## config.mk

```make
export PLATFORM = sky130hd
export DESIGN_NAME = restoring_divider_16
export DESIGN_NICKNAME = d
export VERILOG_FILES = /design/src/rtl/core/rdiv16_pkg.sv /design/src/rtl/core/restoring_divider_16.sv
export VERILOG_INCLUDE_DIRS = /design/src /design/src/rtl/core
export SDC_FILE = /design/constraint.sdc
export NUM_CORES = 1
export LEC_CHECK = 0
export BUFFER_PORTS_ARGS = -buffer_cell sky130_fd_sc_hd__buf_2
export CORE_MARGIN = 2
export CORE_UTILIZATION = 30
export DETAILED_ROUTE_END_ITERATION = 7
export PLACE_DENSITY = 0.46
export RECOVER_POWER = 50
export SLEW_MARGIN = 40
export SYNTH_ARGS = -nofsm -noshare
export SYNTH_HDL_FRONTEND = slang
export SYNTH_SLANG_ARGS = --single-unit
```

## constraint.sdc

```tcl
create_clock -name clk -period 32.3 [get_ports clk]
set_clock_uncertainty 0.05 [all_clocks]
set_input_delay 4.845 -clock clk [delete_from_list [all_inputs] [get_ports clk]]
set_output_delay 4.845 -clock clk [all_outputs]
set_load 0.05 [all_outputs]
```

## src/rtl/core/restoring_divider_16_defines.svh

```systemverilog
// assertion macros for the restoring divider rtl
// no dependencies; included inside module bodies that check their own logic
`ifndef RESTORING_DIVIDER_16_DEFINES_SVH
`define RESTORING_DIVIDER_16_DEFINES_SVH
`ifndef SYNTHESIS
`define RDIV_ASSERT(lbl, clk_s, rst_s, prop) \
    lbl: assert property (@(posedge clk_s) disable iff (!rst_s) prop) \
        else $error("restoring divider check failed");
`define RDIV_ASSERT_ALWAYS(lbl, clk_s, prop) \
    lbl: assert property (@(posedge clk_s) prop) \
        else $error("restoring divider check failed");
`else
`define RDIV_ASSERT(lbl, clk_s, rst_s, prop)
`define RDIV_ASSERT_ALWAYS(lbl, clk_s, prop)
`endif
`endif

```

## src/rtl/core/rdiv16_pkg.sv

```systemverilog
// shared types and codes for the restoring divider
// no dependencies
`timescale 1ns / 1ps

package rdiv16_pkg;

    // request kind carried on tuser
    typedef logic [0:0] kind_t;

    localparam kind_t KIND_UNSIGNED = 1'b0;
    localparam kind_t KIND_SIGNED   = 1'b1;

endpackage

```

## src/rtl/core/restoring_divider_16.sv

```systemverilog
// pipelined restoring divider, unsigned or signed, one quotient bit per stage
// depends on rdiv16_pkg and restoring_divider_16_defines.svh
`timescale 1ns / 1ps

// Usage:
//   slave stream s_axis_* takes one division request per accepted beat:
//   tuser selects unsigned (0) or signed two's complement (1), tdata carries
//   dividend and divisor. master stream m_axis_* returns quotient and
//   remainder, one result per request, in request order.
//   Signed results truncate toward zero; the remainder has the dividend's
//   sign. A zero divisor gives an all-ones quotient and the dividend as the
//   remainder in either mode. Most negative over minus one wraps.
//   One stage folds signs into magnitudes, DATA_WIDTH stages each resolve
//   one quotient bit with one subtract and compare, and the output register
//   restores the signs.
//   Throughput is one request per cycle. When the receiver holds tready low
//   while a result is waiting, the whole pipeline holds and s_axis_tready
//   drops; bubbles inside the pipe do not hold it back from the output.
//   Reset clears all valid bits; no request is in flight afterward.
module restoring_divider_16 #(
    parameter int DATA_WIDTH = 16
) (
    input  logic                                          clk,
    input  logic                                          rst_n,
    input  logic                                          s_axis_tvalid,
    output logic                                          s_axis_tready,
    // [DATA_WIDTH-1:0] dividend, [2*DATA_WIDTH-1:DATA_WIDTH] divisor, rest zero
    input  logic [((2*DATA_WIDTH+7)/8)*8-1:0]             s_axis_tdata,
    // [0] kind
    input  rdiv16_pkg::kind_t                             s_axis_tuser,
    output logic                                          m_axis_tvalid,
    input  logic                                          m_axis_tready,
    // [DATA_WIDTH-1:0] quotient, [2*DATA_WIDTH-1:DATA_WIDTH] remainder, rest zero
    output logic [((2*DATA_WIDTH+7)/8)*8-1:0]             m_axis_tdata
);
    import rdiv16_pkg::*;
    `include "restoring_divider_16_defines.svh"

    localparam int TDATA_W = ((2*DATA_WIDTH+7)/8)*8;
    localparam int DW      = DATA_WIDTH;

    // stage 0 is the sign fold, stages 1..DW each produce one quotient bit
    logic [DW:0]   valid_reg;
    logic [DW-1:0] num_reg  [0:DW];
    logic [DW-1:0] div_reg  [0:DW];
    logic [DW-1:0] rem_reg  [0:DW];
    logic [DW-1:0] quo_reg  [0:DW];
    logic [DW:0]   negq_reg;
    logic [DW:0]   negr_reg;

    logic [DW-1:0] num_next [0:DW];
    logic [DW-1:0] rem_next [0:DW];
    logic [DW-1:0] quo_next [0:DW];
    logic [DW:0]   valid_next;
    logic [DW-1:0] div_next [0:DW];
    logic [DW:0]   negq_next;
    logic [DW:0]   negr_next;

    logic          out_valid_reg;
    logic [DW-1:0] out_quo_reg;
    logic [DW-1:0] out_rem_reg;

    logic          advance;
    logic [DW-1:0] in_dividend;
    logic [DW-1:0] in_divisor;
    logic          in_signed;
    logic          in_neg_a;
    logic          in_neg_b;

    assign advance       = !out_valid_reg || m_axis_tready;
    assign s_axis_tready = advance;
    assign m_axis_tvalid = out_valid_reg;
    assign m_axis_tdata  = TDATA_W'({out_rem_reg, out_quo_reg});

    assign in_dividend = s_axis_tdata[DW-1:0];
    assign in_divisor  = s_axis_tdata[2*DW-1:DW];
    // a zero divisor runs as unsigned so the step chain yields all ones and the dividend
    assign in_signed   = (s_axis_tuser == KIND_SIGNED) && (in_divisor != '0);
    assign in_neg_a    = in_signed && in_dividend[DW-1];
    assign in_neg_b    = in_signed && in_divisor[DW-1];

    always_comb
    begin
        logic [DW:0] trial;
        logic [DW:0] diff;
        trial = '0;
        diff  = '0;

        valid_next[0] = s_axis_tvalid;
        num_next[0]   = in_neg_a ? (DW'(0) - in_dividend) : in_dividend;
        div_next[0]   = in_neg_b ? (DW'(0) - in_divisor) : in_divisor;
        rem_next[0]   = '0;
        quo_next[0]   = '0;
        negq_next[0]  = in_neg_a ^ in_neg_b;
        negr_next[0]  = in_neg_a;

        for (int k = 1; k <= DW; k++)
        begin
            trial         = {rem_reg[k-1], num_reg[k-1][DW-1]};
            diff          = trial - {1'b0, div_reg[k-1]};
            valid_next[k] = valid_reg[k-1];
            num_next[k]   = {num_reg[k-1][DW-2:0], 1'b0};
            div_next[k]   = div_reg[k-1];
            // no borrow means the partial remainder covers the divisor
            rem_next[k]   = diff[DW] ? trial[DW-1:0] : diff[DW-1:0];
            quo_next[k]   = {quo_reg[k-1][DW-2:0], !diff[DW]};
            negq_next[k]  = negq_reg[k-1];
            negr_next[k]  = negr_reg[k-1];
        end
    end

    always_ff @(posedge clk or negedge rst_n)
    begin
        if (!rst_n)
        begin
            valid_reg     <= '0;
            out_valid_reg <= 1'b0;
        end
        else if (advance)
        begin
            valid_reg     <= valid_next;
            out_valid_reg <= valid_reg[DW];
        end
    end

    always_ff @(posedge clk)
    begin
        if (advance)
        begin
            num_reg     <= num_next;
            div_reg     <= div_next;
            rem_reg     <= rem_next;
            quo_reg     <= quo_next;
            negq_reg    <= negq_next;
            negr_reg    <= negr_next;
            out_quo_reg <= negq_reg[DW] ? (DW'(0) - quo_reg[DW]) : quo_reg[DW];
            out_rem_reg <= negr_reg[DW] ? (DW'(0) - rem_reg[DW]) : rem_reg[DW];
        end
    end

    // a held pipeline keeps every in-flight request where it is
    `RDIV_ASSERT(a_hold_keeps_valids, clk, rst_n,
        !advance |=> $stable(valid_reg) && $stable(out_valid_reg))

    // an accepted request always lands in the sign-fold stage
    `RDIV_ASSERT(a_accept_enters, clk, rst_n,
        s_axis_tvalid && s_axis_tready |=> valid_reg[0])

    // an emptied output slot is refilled only from the last step stage
    `RDIV_ASSERT(a_out_source, clk, rst_n,
        advance |=> out_valid_reg == $past(valid_reg[DW]))

    // every partial remainder stays below a nonzero divisor
    for (genvar g = 1; g <= DW; g++)
    begin : g_rem_check
        `RDIV_ASSERT(a_rem_below_div, clk, rst_n,
            valid_reg[g] |-> (div_reg[g] == '0) || (rem_reg[g] < div_reg[g]))
    end

endmodule

```

# [Word-level counts from Yosys, hierarchy flattened]
# Index checks and enable logic that the tools add are counted.
[totals] ff_bits=868 inputBits=37 output_inout_bits=34 elab_cells=134
[classes] addsub=20 muxes=20 bitwise_logic=1 n_reduce_logical=22
[ops] cell="16-bit two-way mux" count=19
[ops] cell="17-bit by 16-bit subtractor with 17-bit output" count=15
[ops] cell="1-bit by 16-bit subtractor with 16-bit output (first input constant)" count=4
[ops] cell="1-bit zero test" count=17
[ops] cell="1-bit by 16-bit subtractor with 17-bit output" count=1
[ops] cell="16-bit nonzero test" count=1
[ops] cell="1-bit logical AND" count=3
[ops] cell="1-bit logical OR" count=1
[ops] cell="1-bit two-way mux" count=1
[ops] cell="1-bit bitwise XOR" count=1

# [Logic depth before layout (Yosys ltp)]
[depth] word_depth=4 mapped_depth=13 mapped_depth_nobuf=11

# [Worst setup path before layout]
# OpenSTA, ideal clock, no wires.
[synth_path] path_type="input -> output" from="input port m_axis_tready" to="output port s_axis_tready" arrival_ps=28764 required_ps=27405 slack_ps=-1359 stages=3 n_path_buf=2 cell_sequence="nand2b_1 -> clkbuf_1 -> clkbuf_1"
[synth_via] elab_chain_cells=1
[synth_lines] element="from (decl)" line_no="restoring_divider_16.sv:32" rtl="input logic m_axis_tready,"
[synth_lines] element="1-bit logical OR" line_no="restoring_divider_16.sv:70" rtl="assign advance = !out_valid_reg || m_axis_tready;"
[synth_lines] element="to (decl)" line_no="restoring_divider_16.sv:26" rtl="output logic s_axis_tready,"
# Every way passes these cells.

# [Worst setup path in the final report]
# Same ends and word-level chain as after synthesis.

==> summary.md <==
| Metric | Value |
|---|---|
| R2R setup slack | `25.88 ns` |
| Hold buffers post-CTS | `0` |
| EDFF count, synth | `850` |
| DIE HEIGHT | `382 um` |
| Register bit total from synthesis | `868` |
| Mapped Avg Cell Area | `13.4 um^2` |
| Synth Warn # | `0` |
| IO buf count | `70` |
| Reg2reg end | `out_quo_reg[0]$_DFFE_PP_` |
| Root buffer cell | `clkbuf_16` |
| Largest net degree at the start of global routing | `163` |
| CTS tree | `yes` |
| H-tree levels | `3` |
| Final antenna-violating net count | `0` |
| Fin crit share | `33.7%` |
| CP bufs+invs | `2` |
| Clock slew at reported path FFs | `0.06 ns` |
| Cell mode on critical path | `buf_2` |
| Critical path capture point type | `output port` |
| Top Ports | `71` |
| Drt first-iter violations | `1345` |
| CP peak stage delay | `0.68 ns` |
| Total number of vias | `24000` |
| CP cell instances | `buf_2, nand2b_1, buf_2` |
| Reg2reg path depth | `8` |
| Post-synth ARST share | `2.07%` |
| Initial Utilization | `30.2%` |
| Final setup violation count | `0` |
| Syn Inst Count | `3203` |
| Worst path depth | `3` |
| CTS resizes | `0` |
| Setup crit start | `m_axis_tready` |
| Clock sinks | `868` |
| GRT Total Usage | `10.7%` |
| Fmax | `91.7 MHz` |
| Worst-path fanout max | `20` |
| GPL Wtd Cong | `0.830` |
| Setup TNS | `0 ns` |
| Hold path startpoint | `num_next[79]$_DFFE_PP_` |
| Startpoint types | `primary input` |
| Min-delay worst type | `flip-flop to flip-flop` |
| Max-Cap Viols | `5` |
| TritonRoute pass-1 iters | `5` |
| Drt via density | `4.50` |
| Worst-Skew Late Latency | `0.70 ns` |
| Critical path's slowest cell | `nand2b_1` |
| Initial antenna violation count | `0` |
| WL per Instance | `14.5 um` |
| Synthesized area | `42800 um^2` |
| Post-layout min period | `10.90 ns` |
| Critical path class | `primary input to output port` |
| Slew margin rel. | `-103%` |
| DIE WIDTH | `382 um` |
| Setup Buffers After CTS | `0` |
| Final hold vios | `0` |
| N_diodes | `0` |
| First-pass GRT wire length | `128000 um` |
| Vias in the first global route | `24400` |
| Yosys cell types | `88` |
| Sequential fraction of the synthesis area | `60.7%` |
| Tightest Pin Transition | `3.05 ns` |
| Critical R2R Launch | `m_axis_tvalid$_DFFE_PN0P_` |
| Crit path capture | `s_axis_tready` |
| DRC viols | `0` |
| Outcome | `finished with violations` |
| Final max-slew violation count | `132` |
| Post-synth top flop | `edfxtp_1` |
| Die area | `146000 um^2` |
| CTS Buf Count | `101` |
| Arrival @ worst endpoint | `6.00 ns` |
| Final wirelength | `77500 um` |
| Nets | `3663` |
| Failing checks | `max-capacitance violations, max-slew violations` |
| Cell Rows | `138` |
| Cell family with most CP delay | `simple AND/OR/NAND/NOR gates` |
| Max Root-Sink Buffers | `3` |
| Area grow syn2layout | `13.4%` |
| Total gr overflow | `0` |
| Layout cells sized above 1 | `12.5%` |
| Req. time, crit path | `27.40 ns` |
| Core ar. | `142000 um^2` |
| RSZ-0062 raised after global routing | `false` |
| HPWL Detailed | `55000 um` |
## cell usage after synthesis (39+ instances only)
| cell | number | share of area, % |
|---|---|---|
| xor2_1 | 53 | 1.1 |
| ha_1 | 246 | 7.2 |
| o21ai_0 | 131 | 1.5 |
| nand3_1 | 45 | 0.53 |
| nor2b_1 | 44 | 0.64 |
| xnor2_1 | 176 | 3.6 |
| a21o_1 | 78 | 1.4 |
| nand2_1 | 132 | 1.2 |
| inv_1 | 333 | 2.9 |
| nor2_1 | 173 | 1.5 |
| mux2_2 | 188 | 4.9 |
| mux2i_1 | 39 | 0.91 |
| a21oi_1 | 172 | 2.0 |
| edfxtp_1 | 850 | 60 |
## metrics by stage
step | hold WS [ns] | instances | utilization, % | area, um^2 | worst slack (ns)
2_1_floorplan | 0.350 | 3209 | - | 42800 | 11.33
3_3_place_gp | 0.351 | 5146 | 32.1 | 45500 | 21.88
3_5_place_dp | 0.355 | 5149 | 32.2 | 45600 | 21.87
4_1_cts | 0.344 | 5332 | 34.5 | 48800 | 21.87
5_1_grt | 0.352 | 5335 | 34.3 | 48500 | 21.27
6_report | 0.345 | 5335 | 34.3 | 48500 | 21.40
## worst min-delay path by stage
stage	slack [ns]	endpoint	cells after the start
2_1_floorplan	0.35	negq_reg[10]$_DFFE_PP_	0
3_3_place_gp	0.35	negr_reg[4]$_DFFE_PP_	0
3_5_place_dp	0.35	negq_reg[16]$_DFFE_PP_	0
4_1_cts	0.34	quo_next[37]$_DFFE_PP_	0
5_1_grt	0.35	num_reg[63]$_DFFE_PP_	0
6_report	0.34	num_reg[79]$_DFFE_PP_	0
## kinds of logic after synthesis
| group | synth area share (%) |
|---|---|
| AOI/OAI and AO/OA | 9.74 |
| xor gates and xnor gates | 5.13 |
| buffers and inverters | 3.48 |
| adders and majority gates | 7.89 |
| DFF | 60.7 |
| other | 0.00876 |
| muxes | 6.50 |
| and+or+nand+nor | 6.57 |
## cell type report
cell class | instances | area (um^2)
sequential | 868 | 26000
clock inverter | 58 | 562
tap | 1890 | 2360
fill | 14000 | 93100
clock buffer | 125 | 2620
timing repair buffer | 97 | 587
multi-input combinational | 1964 | 15200
inverter | 333 | 1250
## per-layer routing
layer / part of all wire [%] / up-vias / GRT usage [%]
met5: 0 / - / 0
met4: 2.6 / 0 / 3.91
met3: 3.4 / 138 / 1.90
met1: 44 / 11400 / 13.0
li1: - / 12200 / -
met2: 50 / 261 / 18.8
## layout by cell type (no fill, tap or decap), types with 17 or more instances in the layout
cell type,count
inv_1,333
mux2i_1,39
nand2_1,132
a21o_1,78
nand2b_1,29
dfrtp_1,18
nor2b_1,44
clkbuf_16,101
clkbuf_1,44
edfxtp_1,850
buf_2,65
nand3_1,46
a21oi_1,174
mux2_2,180
o21ai_0,140
a21boi_0,22
ha_1,246
nor3_1,35
mux2_1,29
o31ai_1,28
o21bai_1,17
clkinv_2,24
nor2_1,173
o21a_1,28
a211oi_1,19
a31oi_1,20
xnor2_1,181
xor2_1,55
or3_1,23
Power is left out: the tool's default activity adds up to more than one toggle a clock period on the data nets, which glitch-free logic cannot reach.
